File: config.mk
export PLATFORM = sky130hd
export DESIGN_NAME = fnvtm_match
export DESIGN_NICKNAME = d
export VERILOG_FILES = /design/src/hw/rtl/fnvtm_pkg.sv /design/src/hw/rtl/fnvtm_match.sv
export SDC_FILE = /design/constraint.sdc
export NUM_CORES = 1
export LEC_CHECK = 0
export BUFFER_PORTS_ARGS = -buffer_cell sky130_fd_sc_hd__clkbuf_2
export CORE_AREA = 8 8 246 248
export CTS_CLUSTER_DIAMETER = 200
export DETAILED_ROUTE_END_ITERATION = 10
export DIE_AREA = 0 0 254 256
export PLACE_DENSITY_LB_ADDON = 0.12
export SLEW_MARGIN = 20
export SYNTH_ARGS = -nofsm -noshare
export SYNTH_HDL_FRONTEND = slang
export SYNTH_SLANG_ARGS = --single-unit
File: constraint.sdc
create_clock -name clk -period 3.2 [get_ports clk]
set_input_delay 0.16 -clock clk [delete_from_list [all_inputs] [get_ports clk]]
set_output_delay 0.16 -clock clk [all_outputs]
set_load 0.02 [all_outputs]
File: src/hw/rtl/fnvtm_pkg.sv
// ----------------------------------------------------------------------------
// fnvtm_pkg: shared types and constants for the FNV-1a 64 target match core
// Hash constants, config register indexes, the pipeline transaction type and
// the single-round hash function used by every round stage.
// ----------------------------------------------------------------------------
package fnvtm_pkg;

	localparam int unsigned WORD_W    = 64;
	localparam int unsigned BYTE_W    = 8;
	localparam int unsigned NUM_BYTES = WORD_W / BYTE_W;
	localparam int unsigned COUNT_W   = 4;
	localparam int unsigned CFG_IDX_W = 3;

	localparam int unsigned MAX_TARGETS     = 7;
	localparam int unsigned NUM_TARGETS_DEF = 7;

	// Offset basis; the prime 0x100000001B3 is applied as (x << 40) + x * 0x1B3
	localparam logic [WORD_W-1:0] OFFSET_BASIS    = 64'hCBF2_9CE4_8422_2325;
	localparam logic [8:0]        FNV_PRIME_LO    = 9'h1B3;
	localparam int unsigned       FNV_PRIME_SHIFT = 40;

	localparam logic [COUNT_W-1:0] BYTE_COUNT_RESET = 4'd8;

	// Config register indexes
	localparam logic [CFG_IDX_W-1:0] CFG_BYTE_COUNT = 3'd0;
	localparam logic [CFG_IDX_W-1:0] CFG_TARGET_0   = 3'd1;
	localparam logic [CFG_IDX_W-1:0] CFG_TARGET_1   = 3'd2;
	localparam logic [CFG_IDX_W-1:0] CFG_TARGET_2   = 3'd3;
	localparam logic [CFG_IDX_W-1:0] CFG_TARGET_3   = 3'd4;
	localparam logic [CFG_IDX_W-1:0] CFG_TARGET_4   = 3'd5;
	localparam logic [CFG_IDX_W-1:0] CFG_TARGET_5   = 3'd6;
	localparam logic [CFG_IDX_W-1:0] CFG_TARGET_6   = 3'd7;

	typedef logic [MAX_TARGETS-1:0][WORD_W-1:0] target_array_t;

	// One transaction moving through the round stages
	typedef struct packed {
		logic              vld;
		logic [WORD_W-1:0] hash;
		logic [WORD_W-1:0] cand;
	} pipe_t;

	// XOR one byte in, then multiply by the FNV prime modulo 2^64
	function automatic logic [WORD_W-1:0] fnv_round(
		input logic [WORD_W-1:0] h,
		input logic [BYTE_W-1:0] b
	);
		logic [WORD_W-1:0] x;
		x = h ^ {{(WORD_W-BYTE_W){1'b0}}, b};
		return (x << FNV_PRIME_SHIFT) + (x * {{(WORD_W-9){1'b0}}, FNV_PRIME_LO});
	endfunction

endpackage

File: src/hw/rtl/fnvtm_match.sv
// ----------------------------------------------------------------------------
// fnvtm_match: target compare and output register
// Compares the finished hash against the enabled targets and holds the
// result until the receiver takes it.
// ----------------------------------------------------------------------------
module fnvtm_match #(
	parameter int unsigned NUM_TARGETS = fnvtm_pkg::NUM_TARGETS_DEF
) (
	input  logic                                clk,
	input  logic                                arst_n,
	input  fnvtm_pkg::pipe_t                    d,
	output logic                                ready_up,
	input  fnvtm_pkg::target_array_t            targets,
	output logic                                out_valid,
	input  logic                                out_stall,
	output logic [fnvtm_pkg::WORD_W-1:0]        hash_value,
	output logic [fnvtm_pkg::MAX_TARGETS-1:0]   match_mask
);
	import fnvtm_pkg::*;

	logic                   vld_s9;
	logic [WORD_W-1:0]      hash_s9;
	logic [MAX_TARGETS-1:0] mask_s9;
	logic [MAX_TARGETS-1:0] mask_nxt;

	assign ready_up = !vld_s9 || !out_stall;

	always_comb begin
		mask_nxt = '0;
		for (int i = 0; i < NUM_TARGETS; i++) begin
			mask_nxt[i] = (d.hash == targets[i]);
		end
	end

	always_ff @(posedge clk or negedge arst_n) begin
		if (!arst_n) begin
			vld_s9 <= 1'b0;
		end else if (ready_up) begin
			vld_s9 <= d.vld;
		end
	end

	always_ff @(posedge clk) begin
		if (ready_up && d.vld) begin
			hash_s9 <= d.hash;
			mask_s9 <= mask_nxt;
		end
	end

	assign out_valid  = vld_s9;
	assign hash_value = hash_s9;
	assign match_mask = mask_s9;

endmodule

After elaboration in Yosys (flattened, before gate mapping) --
Index checks and enable logic that the tools add are counted.
Operators by class: equal/unequal tests 7, reductions and logical operators 4
Operators by type and width (number):
- $eq A64 B64 Y1 | 7
- $logic_not A1 Y1 | 2
- $logic_and A1 B1 Y1 | 1
- $logic_or A1 B1 Y1 | 1
Storage, ports and cells: register bits after elaboration 72, input bits 580, output and inout port bits 73, word-level logic and storage cells 14

Depth between registers and ports, before layout --
Gate-level depths: netlist of run 1.
word-level depth 3, mapped depth 5, depth with buffers taken out 4

Worst setup path after synthesis of run 1 --
Ideal clock, no wire load.
kind reg2reg, start reg vld_s9, in the netlist out_valid, end reg hash_s9[0], in the netlist hash_value[0], enable pin, data arrival time 2.389 ns, required time 2.763 ns, slack 0.374 ns, stages on the path, launching flop included 3, cells stage by stage dfrtp_1 nand2_1 and2_1
On the way: word-level cells in the longest chain between the ends 3
RTL lines:
- start: declaration | line fnvtm_match.sv:21 | logic vld_s9;
- start signal: assignment | line fnvtm_match.sv:39 | vld_s9 <= d.vld;
- $logic_not A1 Y1 | line fnvtm_match.sv:26 | assign ready_up = !vld_s9 || !out_stall;
- $logic_or A1 B1 Y1 | line fnvtm_match.sv:26
- named net ready_up | line fnvtm_match.sv:12 | output logic ready_up,
- $logic_and A1 B1 Y1 | line fnvtm_match.sv:44 | if (ready_up && d.vld) begin
- end signal: assignment | line fnvtm_match.sv:45 | hash_s9 <= d.hash;
- end: declaration | line fnvtm_match.sv:22 | logic [WORD_W-1:0] hash_s9;
The timed path passes the listed nets, and every way through them passes these cells. A chain may end at the register's enable or synchronous reset.

Worst setup path after layout of run 1 --
start in d[82] (netlist bit), end reg mask_s9[5], in the netlist match_mask[5], data pin
On the way: word-level cells in the longest chain between the ends 1
RTL lines:
- start: declaration | line fnvtm_match.sv:11 | input fnvtm_pkg::pipe_t d,
- $eq A64 B64 Y1 | line fnvtm_match.sv:31 | mask_nxt[i] = (d.hash == targets[i]);
- named net mask_nxt[5] | line fnvtm_match.sv:24 | logic [MAX_TARGETS-1:0] mask_nxt;
- end signal: assignment | line fnvtm_match.sv:46 | mask_s9 <= mask_nxt;
- end: declaration | line fnvtm_match.sv:23 | logic [MAX_TARGETS-1:0] mask_s9;
The timed path passes the listed nets, and every way through them passes these cells.

==> results.yml, run 1 <==
layout:
  postLayoutCellArea_sq_um: 11400
  syn2layout_area_growth_pct: 51.7
  regArea_sq_um: 2160
  multi_input_area_sq_um: 4940
  n_fill_cell: 6447
  mostFrequentLayoutCell: "clkbuf_2"
  finish.net_count: 1858
  most-common-layout-cells: "clkbuf_2 (588), xor2_1 (448), nor4_1 (106), edfxtp_1 (71), nand4_1 (28)"
  post_route_cells_drive_above_1_share: 0.486
  n_antenna_cell: 0
timing:
  timing.final.setup_violations: 0
  timing.fmax_mhz: 520
  timing_worst_slew_pin_value_ns: 0.911
  layout_setup_ws_ns: 1.28
  final-hold-violation-count: 0
  maxSlewViolCount: 0
  grt_setup_unrepaired: "no"
  worst_case_clock_skew_ns: 0.00967
  finalCritPeriodShare: 0.601
  fin_hold_ws_ns: 0.0462
  maxSlewHeadroom: 0.387
  fin_tns_setup_ns: 0
  finalWorstPathRequiredPeriod_ns: 1.92
place:
  finalWeightedCongestion: 0.902
  detailedPlacementHpwl_mm: 40.8
  place_area_sq_um: 11100
  detailedPlace.worstSlack_ns: 0.977
  total_of_buffers_placed_on_input_and_output_ports: 588
power_and_ir_drop:
  power_per_standard_cell_area_nw_per_um2: 306
  total_leakage_power_uw: 0.00532
  worst_ir_drop_vdd_v: 0.000227
routing:
  detail_route.iter0.violations: 246
  route.antenna.remaining_nets: 0
  dr.pass1.iters: 5
  routed_wl_mm: 46.5
  vias: 7464
  drc: 0
  vias_per_cell: 3.64
  drt-wirelength-per-cell_um: 22.7
global_routing:
  grt_pass1_wl_mm: 63.7
  grt_pass1_vias: 8587
  globalRoute.totalOverflow: 0
  grt_max_degree: 32
  grt_util_all_layers: 0.138
  antenna_found_initial: 1
setup_path:
  worst-path-max-fanout: 8
  worst_setup_path_start_kind: "input port"
  timing.setup.critical_path_class: "in -> reg"
  r2r.worst_path.cells: 3
  cp.required_ns: 3.39
  worst_r2r_startpoint: "out_valid"
  setup.reg_to_reg.worst_slack_ns: 1.52
  arrival_time_reported_for_the_critical_path_endpoint_ns: 2.11
  critical_path.reg2reg.endpoint: "hash_value[35]"
  critPathCaptureType: "register"
clocking:
  cts_num_sinks: 72
  cts_buffers: 9
  cts.reportedPaths.clkPinSlew_ns: 0.07
  htree_num_levels: 3
  clock_tree.buffer_depth: 2
  worstSkewPairLatency_ns: 0.37
  clock_tree.root_cell: "clkbuf_16"
  tritoncts: "done"
logic_synthesis:
  synth_cell_type_count: 13
  synth_cells: 734
  synth_seq_area_share: 0.287
  synth.ff_latch_count: 72
  synth-warning-count: 0
  mappedNetlistArea_sq_um: 7510
  synthesis.area_per_instance_sq_um: 10.2
  synthesis.nets: 1314
floorplan:
  die-height_um: 256
  fp.dieArea_sq_um: 65000
  die_w_um: 254
  row_count: 88
  initial_core_util: 0.132
  top_level_ports: 653
  core_sq_um: 56800
run_status:
  status: "finished clean"
worst_hold_path:
  worst_hold_path_cells: 3
  worstHoldEndpoint: "out_valid"
  worstHoldStart: "out_stall"
  timing.hold.worst.class: "in -> reg"
job:
  timing.max_cap.violations: 0
-- cells in the mapped netlist --
cell type / n / share of area
and2_1: 1 / 0.00083
buf_2: 44 / 0.029
buf_4: 6 / 0.0060
buf_6: 13 / 0.019
clkbuf_1: 1 / 0.00050
dfrtp_1: 1 / 0.0033
edfxtp_1: 71 / 0.28
nand2_1: 1 / 0.00050
nand2b_1: 1 / 0.00083
nand4_1: 28 / 0.023
nor4_1: 106 / 0.088
nor4_2: 13 / 0.022
xor2_1: 448 / 0.52
-- critical path, cell delays in order --
cell and delay [ns]:
clkbuf_2 0.21, xor2_1 0.21, nor4_1 0.80, nand4_1 0.41
nor4_2 0.31
-- where the power goes --
part / switching, uW / leakage (uW) / internal, uW
logic: 692 / 0.00448 / 518
registers: 11.9 / 0.000691 / 1100
clock network: 485 / 0.000148 / 682
total: 1190 / 0.00532 / 2300
-- stage by stage --
step,util,cells,power (uW)
after detailed placement,0.195,2030,2360
final,0.201,2048,3480
after global placement,0.195,2030,2360
after floorplan,-,734,1750
after global routing,0.201,2048,3710
after CTS,0.201,2048,3610
-- routing by layer --
layer / global-route usage / share of wire
met4: 0.0407 / 0.020
met5: 0 / 0
met1: 0.151 / 0.38
met3: 0.0443 / 0.085
met2: 0.251 / 0.51
-- state kept, by name, indices dropped and copies added, names as in the netlist --
name / count
hash_value: 64
match_mask: 7
out_valid: 1
-- cells by family after synthesis --
logic type | Yosys count | synth area share
flip-flops | 72 | 0.287
buffers and inverters | 64 | 0.0553
AND/OR/NAND/NOR | 150 | 0.135
XOR/XNOR | 448 | 0.522
-- repair_timing --
action	CTS	global route
setup buffers	0	0
gates resized for setup	0	0
endpoints found under the hold margin	2	0
hold buffers	2	0
-- how the worst max path moves through the flow --
stage | from | to | slack (ns) | cells after the start
after floorplan | out_valid | hash_value[0] | 0.37 | 2
after global placement | d[82] | match_mask[5] | 0.98 | 5
after detailed placement | d[82] | match_mask[5] | 0.98 | 5
after CTS | d[82] | match_mask[5] | 1.36 | 5
after global routing | d[82] | match_mask[5] | 1.31 | 5
final | d[82] | match_mask[5] | 1.28 | 5
-- area by class of cell --
cell class	instances	area share
timing repair buffer	597	0.266
multi-input combinational	598	0.434
sequential	72	0.189
clock inverter	6	0.00746
clock buffer	10	0.0201
tap	765	0.0840
No activity file was read; power rests on OpenSTA's default activity.
==> inputs of run 2 (changes only) <==
Settings changed: CORE_AREA 8 8 246 248 to 8 8 248 250, DIE_AREA 0 0 254 256 to 0 0 256 258.
Clock period 3.2 ns to 1.7 ns, I/O delays scaled along.
==> run 2 against run 1 <==
Wire length up 4.1%. First-iteration DRC count grew 13%. Worst hold slack improved by 0.048 ns. Final cell count up 3.5%. Combinational power is 98% higher. Core utilization rose by 0.84 points. Non-clock buffer count increased by 67. Clock skew is 0.0024 ns higher. Sequential cell count unchanged. Clock power rose by 100%. Critical path depth up 1. Worst setup slack worse by 1.1 ns. Critical endpoint is now match_mask[6]. Largest cell class unchanged.
==> results.yml, run 2 (same netlist as run 1, synthesis figures left out) <==
timing:
  timing.final.setup_violations: 0
  finalWorstPathRequiredPeriod_ns: 1.54
  timing_worst_slew_pin_value_ns: 0.789
  maxSlewHeadroom: 0.469
  maxSlewViolCount: 0
  layout_setup_ws_ns: 0.158
  finalCritPeriodShare: 0.907
  fin_hold_ws_ns: 0.0938
  final-hold-violation-count: 0
  worst_case_clock_skew_ns: 0.0121
  timing.fmax_mhz: 648
  grt_setup_unrepaired: "no"
global_routing:
  antenna_found_initial: 7
  grt_pass1_wl_mm: 66.7
  globalRoute.totalOverflow: 0
  grt_util_all_layers: 0.141
  grt_max_degree: 30
  grt_pass1_vias: 8833
setup_path:
  crit_path_start: "d[124]"
  worst_r2r_startpoint: "out_valid"
  critical_path.reg2reg.endpoint: "hash_value[45]"
  worst-path-max-fanout: 8
  arrival_time_reported_for_the_critical_path_endpoint_ns: 1.74
  worst_setup_path_start_kind: "input port"
  critPathCaptureType: "register"
  cp.required_ns: 1.90
  r2r.worst_path.cells: 3
  setup.reg_to_reg.worst_slack_ns: 0.43
  timing.setup.critical_path_class: "in -> reg"
run_status:
  status: "finished clean"
layout:
  largest_register_ffs: 64
  post_route_cells_drive_above_1_share: 0.510
  syn2layout_area_growth_pct: 59.6
  most-common-layout-cells: "clkbuf_2 (588), xor2_1 (448), nor4_1 (106), edfxtp_1 (71), buf_4 (67)"
  finish.net_count: 1925
  finish.utilization: 0.209
  fin_cells: 2120
  mostFrequentLayoutCell: "clkbuf_2"
routing:
  routed_wl_mm: 48.4
  drt-wirelength-per-cell_um: 22.8
  dr.pass1.iters: 4
  drc: 0
  vias: 7723
  detail_route.iter0.violations: 279
  vias_per_cell: 3.64
  route.antenna.remaining_nets: 0
place:
  detailedPlace.worstSlack_ns: -0.371
  total_of_buffers_placed_on_input_and_output_ports: 588
  finalWeightedCongestion: 0.842
  detailedPlacementHpwl_mm: 43.0
  cells_after_dpl: 2094
floorplan:
  die-height_um: 258
  core_sq_um: 57400
  die_w_um: 256
  top_level_ports: 653
  initial_core_util: 0.131
  row_count: 88
  fp.dieArea_sq_um: 66000
clocking:
  cts_num_sinks: 72
  post_cts_resize_count: 0
  worstSkewPairLatency_ns: 0.37
  htree_num_levels: 3
  tritoncts: "done"
  cts.reportedPaths.clkPinSlew_ns: 0.07
  clock_tree.root_cell: "clkbuf_16"
  clock_tree.buffer_depth: 2
  cts_buffers: 9
power_and_ir_drop:
  power_per_standard_cell_area_nw_per_um2: 574
  total_leakage_power_uw: 0.00568
  worst_ir_drop_vdd_v: 0.000376
worst_hold_path:
  worstHoldStart: "d[73]"
  worstHoldEndpoint: "hash_value[9]"
  worst_hold_path_cells: 1
  timing.hold.worst.class: "in -> reg"
job:
  timing.max_cap.violations: 0
-- run 2: cell count changes in the layout (fill, tap and decap cells not counted), sizes merged --
cell / change
buf: +64
diode: +5
dlygate4sd3: +3
clkinv: -2
bufinv: +1
clkbuf: +1
-- run 2: routing by layer --
| metal | wire length (um) | GRT usage | up-vias |
|---|---|---|---|
| li1 | - | - | 3745 |
| met1 | 18800 | 0.156 | 3603 |
| met2 | 24700 | 0.252 | 331 |
| met3 | 3780 | 0.0461 | 42 |
| met4 | 1160 | 0.0501 | 2 |
| met5 | 13 | 0 | - |
-- run 2: final cells by class --
| cell class | instances | area, sq um |
|---|---|---|
| well taps | 765 | 957 |
| multi-input cells | 598 | 4940 |
| diodes | 5 | 12.5 |
| clock inverters | 5 | 105 |
| fillers | 6479 | 45400 |
| clock buffers | 11 | 243 |
| repair buffers | 664 | 3580 |
| flip-flops and latches | 72 | 2160 |
-- run 2: how the worst max path moves through the flow --
stage / to / slack (ns) / cells past startpoint
after floorplan: hash_value[0] / 0.01 / 2
after global placement: match_mask[4] / -0.36 / 6
after detailed placement: match_mask[4] / -0.37 / 6
after CTS: match_mask[4] / 0.04 / 6
after global routing: match_mask[2] / 0.01 / 7
final: match_mask[6] / 0.16 / 6
-- run 2: report_power, final --
group / switching (uW) / total, uW / internal [uW]
sequential: 27.9 / 2090 / 2060
clock: 916 / 2390 / 1480
combinational: 1330 / 2400 / 1070
total: 2280 / 6890 / 4610
-- run 2: critical path, cell delays in order --
cell	delay [ns]
clkbuf_2	0.22
xor2_1	0.20
nor4_1	0.71
buf_4	0.26
nand4_1	0.10
nor4_2	0.15
-- run 2: metrics by stage --
step	setup TNS [ns]	area (sq um)	total power, uW
final	0	12000	6890
after global routing	0	12000	7310
after CTS	0	12000	7110
after detailed placement	-1.78	11600	4570
after global placement	-1.72	11600	4570
after floorplan	0	7520	3300
-- run 2: timing repair --
item,4_1_cts,5_1_grt
hold endpoints to repair,3,0
hold buffers,5,0
setup buffers,0,0
==> inputs of run 3 (changes only) <==
Settings changed: CORE_AREA 8 8 248 250 to 8 8 249 251, DIE_AREA 0 0 256 258 to 0 0 257 259, SLEW_MARGIN 20 to not set.
==> run 3 against run 2 <==
Sequential share of layout area fell by 0.088 points. Via count rose by 0.19%. Total power fell by 4.9%. Largest power group unchanged. Largest cell class unchanged. Sequential power barely moved. Worst hold slack got worse by 0.018 ns. Critical path type unchanged.
==> results.yml, run 3 (same netlist as run 1, synthesis figures left out) <==
power_and_ir_drop:
  total_leakage_power_uw: 0.00573
  p_sw_frac: 0.342
  int_power_uw: 4310
  clockPowerShare: 0.313
  worst_ir_drop_vdd_v: 0.000456
  logic_pwr_share: 0.368
  power.switching_uw: 2240
  power_per_standard_cell_area_nw_per_um2: 544
  seqPwrFrac: 0.319
setup_path:
  critPathCaptureType: "register"
  worstPathCellList: "clkbuf_2, xor2_1, nor4_1, buf_4, nand4_1, nor4_2"
  worst_setup_path_start_kind: "input port"
  worst-path-max-fanout: 8
  timing.critical_path.slowest_cell_delay_ns: 0.51
  arrival_time_reported_for_the_critical_path_endpoint_ns: 1.78
  critical-path-slowest-cell: "nor4_1"
  worst_r2r_startpoint: "out_valid"
  timing.setup.critical_path_class: "in -> reg"
  cp.required_ns: 1.90
  crit_path_start: "d[124]"
timing:
  timing.final.setup_violations: 0
  timing_worst_slew_pin_value_ns: 0.572
  final-hold-violation-count: 0
  maxSlewViolCount: 0
  finalCritPeriodShare: 0.932
  grt_setup_unrepaired: "no"
  maxSlewHeadroom: 0.617
  timing.fmax_mhz: 631
  worst_case_clock_skew_ns: 0.00769
  finalWorstPathRequiredPeriod_ns: 1.58
  fin_hold_ws_ns: 0.0762
global_routing:
  antenna_found_initial: 6
  global_route.peak_usage_layer: "met2"
  grt_pass1_vias: 8861
  globalRouteMet3Util: 0.0504
  grt_pass1_wl_mm: 65.6
  globalRoute.totalOverflow: 0
  grt_max_degree: 24
  grt_util_all_layers: 0.138
  global_route.usage.met2: 0.250
  use_met1: 0.148
layout:
  mostFrequentLayoutCell: "clkbuf_2"
  finish.net_count: 1934
  syn2layout_area_growth_pct: 60.4
  most-common-layout-cells: "clkbuf_2 (584), xor2_1 (448), nor4_1 (103), buf_4 (76), edfxtp_1 (71)"
  largest_register_ffs: 64
  fin_cells: 2134
  post_route_cells_drive_above_1_share: 0.514
floorplan:
  fp.dieArea_sq_um: 66600
  top_level_ports: 653
  core_sq_um: 58200
  die-height_um: 259
  row_count: 89
  die_w_um: 257
  initial_core_util: 0.129
worst_hold_path:
  worstHoldStart: "d[82]"
  timing.hold.worst.class: "in -> reg"
routing:
  vias_per_cell: 3.63
  route.antenna.remaining_nets: 0
  drc: 0
  dr.pass1.iters: 4
  drt-wirelength-per-cell_um: 22.4
  detail_route.iter0.violations: 252
  routed_wl_mm: 47.7
  vias: 7738
clocking:
  cts.reportedPaths.clkPinSlew_ns: 0.07
  htree_num_levels: 3
  worstSkewPairLatency_ns: 0.37
  clock_tree.buffer_depth: 2
  cts_num_sinks: 72
  clock_tree.root_cell: "clkbuf_16"
  tritoncts: "done"
  post_cts_buffers: 0
  cts_buffers: 9
job:
  timing.max_cap.violations: 0
place:
  total_of_buffers_placed_on_input_and_output_ports: 588
  finalWeightedCongestion: 0.803
  cells_after_dpl: 2112
  detailedPlacementHpwl_mm: 42.6
run_status:
  status: "finished clean"
run 3: layout make-up:
type | count | area, sq um
Tap cell | 773 | 967
Antenna cell | 2 | 5.00
Clock buffer | 16 | 292
Sequential cell | 72 | 2160
Timing Repair Buffer | 673 | 3660
Multi-Input combinational cell | 598 | 4970
Fill cell | 6494 | 46200
run 3: stage by stage:
step	util	total power (uW)	area [sq um]	worst slack, ns	TNS, ns
6_report	0.207	6550	12100	0.116	0
5_1_grt	0.207	7000	12100	0.0254	0
4_1_cts	0.206	6800	12000	0.00106	0
3_5_place_dp	0.201	4580	11700	-0.392	-1.97
3_3_place_gp	0.201	4580	11700	-0.337	-1.88
2_1_floorplan	-	3300	7520	0.0121	0
run 3: final timing paths:
path	slack (ns)	endpoint	cells after the start
max	0.12	match_mask[4]	6
max in group asynchronous	1.06	out_valid	3
min	0.08	hash_value[18]	1
min in group asynchronous	0.54	out_valid	3
min reg2reg	0.87	hash_value[4]	2
max reg2reg	0.34	hash_value[23]	3
run 3: power by group through the flow:
stage / registers (uW) / logic, uW / clock network, uW
3_5_place_dp: 2130 / 2450 / 0
3_3_place_gp: 2130 / 2450 / 0
2_1_floorplan: 2250 / 1050 / 0
6_report: 2090 / 2410 / 2050
4_1_cts: 2090 / 2480 / 2230
5_1_grt: 2100 / 2650 / 2260
run 3: routing by layer:
| layer | up-vias | share of wire |
|---|---|---|
| li1 | 3756 | - |
| met1 | 3603 | 0.38 |
| met2 | 326 | 0.51 |
| met3 | 45 | 0.078 |
| met4 | 8 | 0.022 |
| met5 | - | 0.0012 |
run 3: critical path: cells and delay by family:
family                    cells  cell delay, ns
xor gates and xnor gates      1            0.22
buffers and inverters         2            0.42
and+or+nand+nor               3            1.05
run 3: repair_timing:
item / 4_1_cts / 5_1_grt
hold buffers: 4 / 0
endpoints found under the hold margin: 2 / 0
gates resized for setup: 3 / 5
pin swaps: 0 / 1
setup endpoints to repair: 1 / 1
