--- config.mk ---
export PLATFORM = sky130hd
export DESIGN_NAME = fnvtm_round
export DESIGN_NICKNAME = d
export VERILOG_FILES = /design/src/hw/rtl/fnvtm_pkg.sv /design/src/hw/rtl/fnvtm_round.sv
export SDC_FILE = /design/constraint.sdc
export NUM_CORES = 1
export LEC_CHECK = 0
export ABC_AREA = 1
export ABC_CLOCK_PERIOD_IN_PS = 18500
export BUFFER_PORTS_ARGS = -buffer_cell sky130_fd_sc_hd__buf_2
export CAP_MARGIN = 10
export CORE_ASPECT_RATIO = 0.5
export CORE_MARGIN = 2
export CORE_UTILIZATION = 55
export DETAILED_ROUTE_END_ITERATION = 6
export PLACE_DENSITY = 0.76
export RECOVER_POWER = 100
export SYNTH_ARGS = -nofsm -noshare
export SYNTH_HDL_FRONTEND = slang
export SYNTH_SLANG_ARGS = --single-unit
--- constraint.sdc ---
create_clock -name clk -period 18.5 [get_ports clk]
set_input_delay 1.85 -clock clk [delete_from_list [all_inputs] [get_ports clk]]
set_output_delay 1.85 -clock clk [all_outputs]
set_load 0.01 [all_outputs]
--- src/hw/rtl/fnvtm_pkg.sv ---
// ----------------------------------------------------------------------------
// fnvtm_pkg: shared types and constants for the FNV-1a 64 target match core
// Hash constants, config register indexes, the pipeline transaction type and
// the single-round hash function used by every round stage.
// ----------------------------------------------------------------------------
package fnvtm_pkg;

	localparam int unsigned WORD_W    = 64;
	localparam int unsigned BYTE_W    = 8;
	localparam int unsigned NUM_BYTES = WORD_W / BYTE_W;
	localparam int unsigned COUNT_W   = 4;
	localparam int unsigned CFG_IDX_W = 3;

	localparam int unsigned MAX_TARGETS     = 7;
	localparam int unsigned NUM_TARGETS_DEF = 7;

	// Offset basis; the prime 0x100000001B3 is applied as (x << 40) + x * 0x1B3
	localparam logic [WORD_W-1:0] OFFSET_BASIS    = 64'hCBF2_9CE4_8422_2325;
	localparam logic [8:0]        FNV_PRIME_LO    = 9'h1B3;
	localparam int unsigned       FNV_PRIME_SHIFT = 40;

	localparam logic [COUNT_W-1:0] BYTE_COUNT_RESET = 4'd8;

	// Config register indexes
	localparam logic [CFG_IDX_W-1:0] CFG_BYTE_COUNT = 3'd0;
	localparam logic [CFG_IDX_W-1:0] CFG_TARGET_0   = 3'd1;
	localparam logic [CFG_IDX_W-1:0] CFG_TARGET_1   = 3'd2;
	localparam logic [CFG_IDX_W-1:0] CFG_TARGET_2   = 3'd3;
	localparam logic [CFG_IDX_W-1:0] CFG_TARGET_3   = 3'd4;
	localparam logic [CFG_IDX_W-1:0] CFG_TARGET_4   = 3'd5;
	localparam logic [CFG_IDX_W-1:0] CFG_TARGET_5   = 3'd6;
	localparam logic [CFG_IDX_W-1:0] CFG_TARGET_6   = 3'd7;

	typedef logic [MAX_TARGETS-1:0][WORD_W-1:0] target_array_t;

	// One transaction moving through the round stages
	typedef struct packed {
		logic              vld;
		logic [WORD_W-1:0] hash;
		logic [WORD_W-1:0] cand;
	} pipe_t;

	// XOR one byte in, then multiply by the FNV prime modulo 2^64
	function automatic logic [WORD_W-1:0] fnv_round(
		input logic [WORD_W-1:0] h,
		input logic [BYTE_W-1:0] b
	);
		logic [WORD_W-1:0] x;
		x = h ^ {{(WORD_W-BYTE_W){1'b0}}, b};
		return (x << FNV_PRIME_SHIFT) + (x * {{(WORD_W-9){1'b0}}, FNV_PRIME_LO});
	endfunction

endpackage

--- src/hw/rtl/fnvtm_round.sv ---
// ----------------------------------------------------------------------------
// fnvtm_round: one FNV-1a round stage
// Hashes one fixed byte of the candidate when the byte count covers it,
// otherwise passes the running hash through. Registered, with its own ready.
// ----------------------------------------------------------------------------
module fnvtm_round #(
	parameter int unsigned STAGE = 0
) (
	input  logic                             clk,
	input  logic                             arst_n,
	input  fnvtm_pkg::pipe_t                 d,
	output logic                             ready_up,
	input  logic [fnvtm_pkg::COUNT_W-1:0]    n_bytes,
	output fnvtm_pkg::pipe_t                 q,
	input  logic                             ready_dn
);
	import fnvtm_pkg::*;

	localparam int unsigned BYTE_IDX = NUM_BYTES - 1 - STAGE;

	logic              vld_s;
	logic [WORD_W-1:0] hash_s;
	logic [WORD_W-1:0] cand_s;
	logic              active;
	logic [WORD_W-1:0] hash_nxt;

	assign ready_up = !vld_s || ready_dn;
	assign active   = n_bytes > COUNT_W'(BYTE_IDX);
	assign hash_nxt = active ? fnv_round(d.hash, d.cand[BYTE_IDX*BYTE_W +: BYTE_W]) : d.hash;

	always_ff @(posedge clk or negedge arst_n) begin
		if (!arst_n) begin
			vld_s <= 1'b0;
		end else if (ready_up) begin
			vld_s <= d.vld;
		end
	end

	always_ff @(posedge clk) begin
		if (ready_up && d.vld) begin
			hash_s <= hash_nxt;
			cand_s <= d.cand;
		end
	end

	assign q = '{vld: vld_s, hash: hash_s, cand: cand_s};

endmodule

# Word-level counts from Yosys, hierarchy flattened
# Cells that the tools add are included.
# op_classes
n_addsub	1
mul	1
order_cmp	1
muxes	1
bitwise_logic	1
reduce_logical	3
# ops
cell	n
64-bit adder	1
64-bit by 9-bit multiplier with 64-bit output, second input constant	1
64-bit 2-to-1 mux	1
64-bit by 8-bit bitwise XOR with 64-bit output	1
4-bit by 3-bit greater-than comparator with 1-bit output, second input constant	1
1-bit logical AND	1
1-bit zero test	1
1-bit logical OR	1
# word_totals
reg_bits	129
input_bits	136

# Depth between registers and ports, before layout
# Gate-level depths: netlist of run 1.
# logic_depth
word_depth	4
mapped_depth	27

# Worst setup path after synthesis of run 1
# OpenSTA, ideal clock, no wires.
# synth_path
kind	input-to-reg
from	in d[128] (netlist bit)
to	reg cand_s[0] (enable)
setup_ps	657
arrival_time_ps	8055
required_ps	17843
slack_ps	9788
cell_stages	2
path_buffers	0
cell_sequence	inv_1 a21oi_1
# synth_between
elab_chain_cells	1
# synth_lines
item	line	source
start: declaration	fnvtm_round.sv:11	input fnvtm_pkg::pipe_t d,
1-bit logical AND	fnvtm_round.sv:40	if (ready_up && d.vld) begin
end signal: assignment	fnvtm_round.sv:42	cand_s <= d.cand;
end: declaration	fnvtm_round.sv:23	logic [WORD_W-1:0] cand_s;
# Every way passes these cells.
# A chain may end at the register's enable or synchronous reset.

# Final worst setup path of run 1
# layout_path
from	in d[62] (netlist bit)
to	reg hash_s[58] (data pin)
# layout_between
elab_chain_cells	4
# layout_lines
item	line	source
64-bit by 8-bit bitwise XOR with 64-bit output *	fnvtm_pkg.sv:49	x = h ^ {{(WORD_W-BYTE_W){1'b0}}, b};
64-bit by 9-bit multiplier with 64-bit output	fnvtm_pkg.sv:50	return (x << FNV_PRIME_SHIFT) + (x * {{(WORD_W-9){1'b0}}, FNV_PRIME_LO});
64-bit adder *	fnvtm_pkg.sv:50	
64-bit 2-to-1 mux *	fnvtm_round.sv:29	assign hash_nxt = active ? fnv_round(d.hash, d.cand[BYTE_IDX*BYTE_W +: BYTE_W]) : d.hash;
net hash_nxt[58]	fnvtm_round.sv:25	logic [WORD_W-1:0] hash_nxt;
end signal: assignment	fnvtm_round.sv:41	hash_s <= hash_nxt;
end: declaration	fnvtm_round.sv:22	logic [WORD_W-1:0] hash_s;
# Mark *: on every way through the listed nets, which the timed path passes. The rest lies on a longest branch.

==> results of run 1 <==
cells in the final DEF (no fill, tap or decap), types with 2 or more instances in the layout:
cell / instances
a21oi_1: 56
nor2_4: 4
or2_2: 9
clkinvlp_4: 2
clkinv_8: 2
nor4_1: 3
and3_1: 4
nand3b_1: 11
nand2_2: 18
a21o_1: 3
clkbuf_16: 17
and2_1: 2
nor3_1: 4
nor2_1: 70
o21ai_0: 31
buf_4: 5
ha_1: 196
clkbuf_1: 148
xnor2_1: 40
fa_1: 210
inv_8: 6
nand2_1: 609
xor2_1: 43
o21bai_1: 20
nor2_2: 20
o21ai_1: 4
nand3_1: 112
inv_6: 5
inv_1: 704
nand4_1: 20
nand3_2: 2
buf_2: 119
edfxtp_1: 128
o32ai_1: 2
o22ai_1: 15
worst register-to-register path: stages (launching register included):
cell,delay [ns]
dfrtp_1,0.40
a21oi_1,1.16
clkbuf_1,3.21
stage by stage:
step	util	hold WS (ns)	area, µm²
4_1_cts	0.6351	0.5996	21070
3_5_place_dp	0.6175	0.5821	20480
3_3_place_gp	0.6175	0.5545	20480
2_1_floorplan	-	0.5451	18600
5_1_grt	0.6265	0.5853	20780
6_report	0.6266	0.5467	20780
path summary, 6_finish.rpt:
path	start	endpoint	cells past startpoint
worst max-delay path	d[62]	hash_s[58]	27
worst min-delay path	vld_s	vld_s	2
worst max register to register	vld_s	hash_s[44]	2
worst min register to register	vld_s	vld_s	2
max in group asynchronous	arst_n	vld_s	1
min in group asynchronous	arst_n	vld_s	1
layer usage:
layer  wire (µm)  GRT usage  share of wire
met1       27780     0.5217           0.46
met2       24610     0.5101           0.41
met3        6219    0.08188           0.10
met4        1510    0.09880          0.025
met5           0          0              0
sequential cells by signal, indices dropped and copies added (netlist names):
signal,cells
cand_s,64
vld_s,1
hash_s,64
Yosys cell counts, types with 6 or more instances:
master | n | area share
xnor2_1 | 40 | 0.019
a21oi_1 | 56 | 0.015
nand2_2 | 21 | 0.0071
o21ai_1 | 6 | 0.0016
xor2_1 | 43 | 0.020
or2_2 | 9 | 0.0030
nor2_2 | 29 | 0.0098
nor2_1 | 61 | 0.012
nand3_1 | 101 | 0.027
nand2_1 | 606 | 0.12
fa_1 | 210 | 0.23
o21bai_1 | 20 | 0.0081
nand3_2 | 13 | 0.0070
ha_1 | 196 | 0.13
clkbuf_1 | 9 | 0.0018
o22ai_1 | 15 | 0.0050
inv_1 | 704 | 0.14
edfxtp_1 | 128 | 0.21
nand3b_1 | 11 | 0.0044
nand4_1 | 20 | 0.0067
o21ai_0 | 29 | 0.0078
cells by family (layout without fill, tap and decap cells):
family | Yosys count | count (layout)
other cells | 0 | 1
fa+ha+maj | 406 | 406
simple gates | 893 | 893
xor+xnor | 83 | 83
flops | 129 | 129
compound gates | 133 | 133
buf+inv | 720 | 1009
area by class of cell:
class / count / area share
Multi-Input combinational cell: 1515 / 0.5745
Sequential cell: 129 / 0.1862
Inverter: 705 / 0.1273
Timing Repair Buffer: 272 / 0.05720
Tap cell: 441 / 0.02655
Clock buffer: 17 / 0.02047
Clock inverter: 15 / 0.007646
Antenna cell: 1 / 0.0001204
==> results by group, run 1 <==
Outcome
  – Status: finished with violations
  – Failing checks: design-rule violations, max-capacitance violations, max-slew violations

Worst hold path
  – Hold crit path type: flop to flop

Timing
  – Setup ws final: 11.33 ns
  – # setup viols final: 0
  – Final Skew: 0.01652 ns
  – Setup TNS: 0 ns
  – Worst-margin pin slew: 4.482 ns
  – Unrepaired setup endpoints after global routing: false
  – Period Utilization, post-route: 0.3877
  – Final hold violations: 0
  – Final slew viol count: 246
  – Peak Freq: 139.4 MHz
  – Final Critical Period: 7.172 ns
  – Max_slew headroom: -1.988

Global route
  – Number of global-route vias before repair: 15440
  – Global route overflow: 0
  – First-pass GRT wire length: 91110 µm
  – Initial antenna violation count: 0
  – Largest net degree at the start of global routing: 83
  – GRT Util Overall: 0.3503

Clock tree
  – Clock sinks: 129
  – # hold bufs at CTS: 0
  – CTS tree: done
  – Total CTS buffers: 17
  – CTS HTree Levels: 4
  – Clock latency at the later pin of the worst-skew pair: 0.44 ns
  – Max Root-Sink Buffers: 2
  – Post_cts resized: 0
  – Postcts setup bufs: 0
  – CTS clk-pin slew, worst paths: 0.08 ns
  – CTS Root Cell: clkbuf_16

Setup path
  – CP required: 18.69 ns
  – Arr. time, crit path: 7.36 ns
  – Startpoint Class: input port
  – CP max stage delay: 0.54 ns
  – CP endpoint kind: flop
  – Critical path peak fanout: 4
  – Critical path buffers and inverters: 6
  – Crit-path slowest cell: clkbuf_1
  – Critical path type: input port to flop
  – Crit-path most repeated cell: nand2_1
  – Reg-to-reg slack, setup: 13.13 ns
  – CP top delay family: adder cells

Final layout
  – Filler instances: 3152
  – Share of post-route cells with drive strength above 1: 0.07953
  – Nets: 3182
  – Final Non-Filler Cells: 3095
  – Synth-to-Final Area Change: 11.70%
  – Multi-input gate area: 11940 µm²
  – Storage cell area: 3869 µm²

Placement
  – GPL Wtd Cong: 1.038
  – DP Worst Slack: 10.95 ns
  – Port Buf Inserts: 262
  – Dpl cells: 3061
  – HPWL after DPL: 52410 µm

Flow run
  – Max-cap violations: 5

Routing
  – DR WL/cell: 19.42 µm
  – Via count: 15990
  – Post-DRT Antenna Nets: 0
  – Vias per inst: 5.166
  – Routed WL: 60120 µm
  – Residual DRC: 1
  – Drt first pass iters: 7
  – Drt initial violations: 1593

Synthesis
  – Compound-gate portion of the synthesized area: 0.04055
  – Synth Area in Adders: 0.3578
  – Post-synth net total: 2906
  – Ys flop type: edfxtp_1
  – Synth Area in XOR/XNOR: 0.03907
  – Seq/Total Area, Yosys: 0.2079
  – Seq cells post-synth: 129
  – Mapped Cells: 2364
  – Asr flop ratio synth: 0.007752
  – Post-synth cell types: 38
  – Yosys warns: 0
  – Post-Synth Simple-Gate Area: 0.2089
  – Largest family of logic cells by synthesized area: adder cells
  – EDFF count, synth: 128
  – Mapped Area: 18600 µm²
  – Proportion of synthesized area in mux cells: 0
  – Syn Area/Cell: 7.870 µm²

Floorplan
  – Initial Util: 0.5609
  – Die Y: 134.1 µm
  – DIE AREA: 35400 µm²
  – Die Width: 264.1 µm
  – Core ar.: 33170 µm²
  – Num rows: 47
  – # IOs: 266
Power of run 1 is left out: the tool's default activity adds up to more than one toggle a clock period on the data nets, which glitch-free logic cannot reach.
==> run 2: changes to the inputs <==
Settings changed: ABC_CLOCK_PERIOD_IN_PS 18500 to 7350.
Clock period 18.5 ns to 7.35 ns, I/O delays scaled along.
==> run 2 against run 1 <==
  * The run ends with max-capacitance violations, max-slew violations left
  * Global-route usage hardly changed
  * Clock skew decreased by 0.0047 ns
  * Die area unchanged
  * First-iteration DRC count shrank 5.5%
  * Highest routed layer unchanged
==> results by group, run 2 (synthesis gave the netlist of run 1 again) <==
Outcome
  – Status: finished with violations
  – Failing checks: max-capacitance violations, max-slew violations

Floorplan
  – Die Width: 264.1 µm
  – Core ar.: 33170 µm²
  – Num rows: 47
  – DIE AREA: 35400 µm²
  – # IOs: 266
  – Die Y: 134.1 µm
  – Initial Util: 0.5609

Final layout
  – Largest regs: cand_s: 64 flops, hash_s: 64 flops, vld_s: 1 flops
  – Filler instances: 3113
  – Storage cell area: 3869 µm²
  – Multi-input gate area: 11930 µm²
  – Ant diodes: 0
  – Commonest non-fill, non-tap cell in the layout: inv_1
  – Share of post-route cells with drive strength above 1: 0.07991
  – Most frequent cells in the layout: 705 x inv_1, 609 x nand2_1, 210 x fa_1
  – Nets: 3182
  – Synth-to-Final Area Change: 11.82%

Clock tree
  – Clock latency at the later pin of the worst-skew pair: 0.45 ns
  – Clock sinks: 129
  – Postcts setup bufs: 0
  – Total CTS buffers: 17
  – CTS clk-pin slew, worst paths: 0.07 ns
  – CTS tree: done
  – CTS Root Cell: clkbuf_16
  – # hold bufs at CTS: 0
  – CTS HTree Levels: 4
  – Max Root-Sink Buffers: 2
  – Post_cts resized: 0

Setup path
  – Critical path peak fanout: 4
  – Reg2reg path depth: 2
  – CP required: 7.53 ns
  – CP endpoint kind: flop
  – Arr. time, crit path: 6.40 ns
  – Startpoint Class: input port
  – Critical path type: input port to flop

Routing
  – Drt first pass iters: 5
  – Via count: 15910
  – Max Used Layer: met4
  – Met2 Routed Length: 24310 µm
  – Routed WL: 60160 µm
  – Drt initial violations: 1505
  – DR WL/cell: 19.44 µm
  – M1 WL: 28090 µm
  – Routed wl met3: 6705 µm
  – Post-DRT Antenna Nets: 0
  – Residual DRC: 0
  – Vias per inst: 5.142

Timing
  – Final slew viol count: 156
  – Final hold violations: 0
  – Final Critical Period: 6.221 ns
  – Max_slew headroom: -1.458
  – Period Utilization, post-route: 0.8464
  – Peak Freq: 160.7 MHz
  – Worst-margin pin slew: 3.687 ns
  – Setup TNS: 0 ns
  – # setup viols final: 0
  – Unrepaired setup endpoints after global routing: false
  – Final Skew: 0.01181 ns

Global route
  – First-pass GRT wire length: 91510 µm
  – GRT Util Overall: 0.3507
  – Global route overflow: 0
  – Largest net degree at the start of global routing: 68
  – Number of global-route vias before repair: 15520
  – Initial antenna violation count: 0

Worst hold path
  – Hold crit path type: input port to async pin

Placement
  – HPWL after DPL: 52160 µm
  – GPL Wtd Cong: 0.9989
  – Port Buf Inserts: 262

Flow run
  – Max-cap violations: 3
-- run 2: cell count changes in the layout (fill, tap and decap cells not counted), sizes merged --
cell / change
diode: -1
clkbuf: -1
clkinv: -1
bufinv: +2
inv: -1
buf: +1
-- run 2: path summary, 6_finish.rpt --
check,slack [ns],endpoint,from
worst max-delay path,1.13,hash_s[58],d[61]
worst min-delay path,0.05,vld_s,arst_n
worst max register to register,2.93,hash_s[26],vld_s
worst min register to register,0.55,vld_s,vld_s
max in group asynchronous,7.22,vld_s,arst_n
min in group clk,0.46,cand_s[19],d[19]
-- run 2: area by class of cell --
class	count	area share
clock buffer	17	0.02045
clock inverter	15	0.009202
inverter	705	0.1272
multi-input combinational	1515	0.5733
sequential	129	0.1860
tap	441	0.02652
timing repair buffer	272	0.05732
-- run 2: layer usage --
layer  vias to the layer above  global-route usage
met5                         -                   0
met3                        61              0.1023
li1                       7630                   -
met2                       652              0.5077
met1                      7565              0.5220
met4                         0             0.07165
-- run 2: through the flow --
stage	utilization	hold WS, ns	cell area [µm²]	worst slack (ns)	cells
global route	0.6272	0.03206	20800	0.9887	3094
global placement	0.6177	0.5100	20490	1.506	3062
detailed placement	0.6177	0.5112	20490	1.431	3062
CTS	0.6363	0.03772	21110	1.816	3094
finish	0.6272	0.05189	20800	1.129	3094
floorplan	-	0.4394	18610	2.388	2364
-- run 2: worst max-delay path, cell delays in order --
cell and delay [ns]:
clkbuf_1 0.18, xnor2_1 0.15, clkbuf_1 0.61, inv_1 0.19
ha_1 0.44, xor2_1 0.20, ha_1 0.20, a21o_1 0.16
fa_1 0.56, fa_1 0.43, ha_1 0.28, ha_1 0.34
nand2_1 0.11, nor2_1 0.27, nand2_1 0.10, inv_1 0.16
nand2_1 0.07, nand2_1 0.28, nand2_1 0.09, nand2_1 0.21
nand2_1 0.16, nand2_1 0.10, nand2_1 0.05, nand3_1 0.21
nand2_1 0.09
Power of run 2 is left out for the same reason.
==> run 3: changes to the inputs <==
Settings changed: ABC_CLOCK_PERIOD_IN_PS 7350 to 6500.
Clock period 7.35 ns to 6.5 ns, I/O delays scaled along.
==> run 3 against run 2 <==
  * The flow still finishes with violations (max-capacitance violations, max-slew violations)
  * Global-route usage down 0.22 points
  * Flip-flop and latch count unchanged
  * Register-to-register slack worse by 0.93 ns
  * Cell area up 0.44%
  * Highest routed layer unchanged
==> results by group, run 3 (synthesis gave the netlist of run 1 again) <==
Floorplan
  – Initial Util: 0.5609
  – Core ar.: 33170 µm²
  – # IOs: 266
  – DIE AREA: 35400 µm²
  – Die Y: 134.1 µm
  – Die Width: 264.1 µm
  – Num rows: 47

Final layout
  – Design area: 20890 µm²
  – Final Non-Filler Cells: 3106
  – Nets: 3192
  – Filler instances: 3069
  – Most frequent cells in the layout: 705 x inv_1, 607 x nand2_1, 210 x fa_1
  – Largest regs: cand_s: 64 flops, hash_s: 64 flops, vld_s: 1 flops
  – Synth-to-Final Area Change: 12.31%
  – Share of post-route cells with drive strength above 1: 0.08562
  – Commonest non-fill, non-tap cell in the layout: inv_1

Setup path
  – Reg2reg path depth: 2
  – Startpoint Class: input port
  – RR Endpoint: hash_s[24]
  – Crit-path slowest cell: clkbuf_1
  – Reg-to-Reg Start: vld_s
  – Reg-to-reg slack, setup: 2.00 ns
  – Crit path cell chain: buf_2, clkbuf_1, inv_1, buf_4, nand2_1, o21ai_0
  – CP endpoint kind: flop
  – Critical path peak fanout: 59
  – CP max stage delay: 2.32 ns
  – Critical path type: input port to flop
  – Arr. time, crit path: 5.77 ns
  – CP required: 6.67 ns

Routing
  – Drt initial violations: 1630
  – Residual DRC: 0
  – Routed WL: 60150 µm
  – Via count: 16200
  – Post-DRT Antenna Nets: 0
  – Vias per inst: 5.216
  – Drt first pass iters: 5
  – DR WL/cell: 19.37 µm

Placement
  – HPWL after DPL: 52350 µm
  – DP Worst Slack: 0.8986 ns
  – Dpl cells: 3071
  – Port Buf Inserts: 262
  – GPL Wtd Cong: 1.009
  – Post-DP Area: 20560 µm²

Global route
  – Global route overflow: 0
  – Largest net degree at the start of global routing: 68
  – GRT Util Overall: 0.3485
  – Initial antenna violation count: 3
  – Number of global-route vias before repair: 15500
  – First-pass GRT wire length: 91110 µm

Outcome
  – Failing checks: max-capacitance violations, max-slew violations
  – Status: finished with violations

Worst hold path
  – Hold EP: cand_s[45]
  – HP Start: d[45]
  – Hold depth: 1
  – Hold crit path type: input port to flop

Clock tree
  – Clock sinks: 129
  – Max Root-Sink Buffers: 2
  – Total CTS buffers: 17
  – CTS HTree Levels: 4
  – CTS Root Cell: clkbuf_16
  – Clock latency at the later pin of the worst-skew pair: 0.45 ns
  – CTS tree: done
  – Post_cts resized: 0
  – Postcts setup bufs: 0
  – CTS clk-pin slew, worst paths: 0.08 ns

Timing
  – Max_slew headroom: -1.472
  – Setup ws final: 0.9019 ns
  – Final hold violations: 0
  – # setup viols final: 0
  – Peak Freq: 178.6 MHz
  – Period Utilization, post-route: 0.8612
  – Unrepaired setup endpoints after global routing: false
  – Final Skew: 0.008383 ns
  – Final Critical Period: 5.598 ns
  – Worst-margin pin slew: 3.709 ns
  – Final slew viol count: 180
  – Setup TNS: 0 ns

Flow run
  – Max-cap violations: 3
==> run 3: changes by cell type in the layout (fill, tap and decap cells not counted), moves of 3 or more <==
cell / previous run / this run
buf_4: 6 / 14
clkinv_4: 0 / 4
inv_6: 7 / 3
inv_8: 2 / 6
nand3_1: 113 / 110
nand3_2: 1 / 4
o21ai_0: 29 / 35
o21ai_1: 6 / 0
==> run 3: metal layers <==
layer / up-vias / wire length (µm) / global-route usage
li1: 7676 / - / -
met1: 7733 / 27490 / 0.5280
met2: 742 / 24690 / 0.5124
met3: 50 / 6995 / 0.07894
met4: 0 / 977 / 0.06787
met5: - / 0 / 0
==> run 3: layout make-up <==
class	instances	area [µm²]	area share
Tap cell	441	551.8	0.02641
Sequential cell	129	3869	0.1852
Timing Repair Buffer	282	1266	0.06060
Multi-Input combinational cell	1515	11960	0.5726
Clock inverter	15	166.4	0.007965
Antenna cell	2	5.005	0.0002395
Inverter	705	2646	0.1267
Clock buffer	17	425.4	0.02036
==> run 3: worst max path at each step <==
stage	startpoint	end	cells after the start
finish	n_bytes[3]	hash_s[29]	6
global route	d[61]	hash_s[63]	25
CTS	d[61]	hash_s[61]	22
detailed placement	d[61]	hash_s[61]	22
global placement	d[59]	hash_s[48]	21
floorplan	ready_dn	cand_s[0]	2
==> run 3: stage by stage <==
step / hold slack (ns) / utilization
6_report: 0.3761 / 0.6300
5_1_grt: 0.3685 / 0.6299
4_1_cts: 0.3678 / 0.6379
3_5_place_dp: 0.4286 / 0.6198
3_3_place_gp: 0.4250 / 0.6198
2_1_floorplan: 0.3544 / -
==> run 3: critical path: cells and delay by family <==
kind	cells	cell delay, ns
AO/OA/AOI/OAI	1	0.12
AND/OR/NAND/NOR	1	0.21
buffers and inverters	4	4.74
==> run 3: repair_timing <==
item	CTS	global route
setup endpoints to repair	0	0
endpoints found under the hold margin	1	0
hold buffers	1	0
Power of run 3 is left out for the same reason.
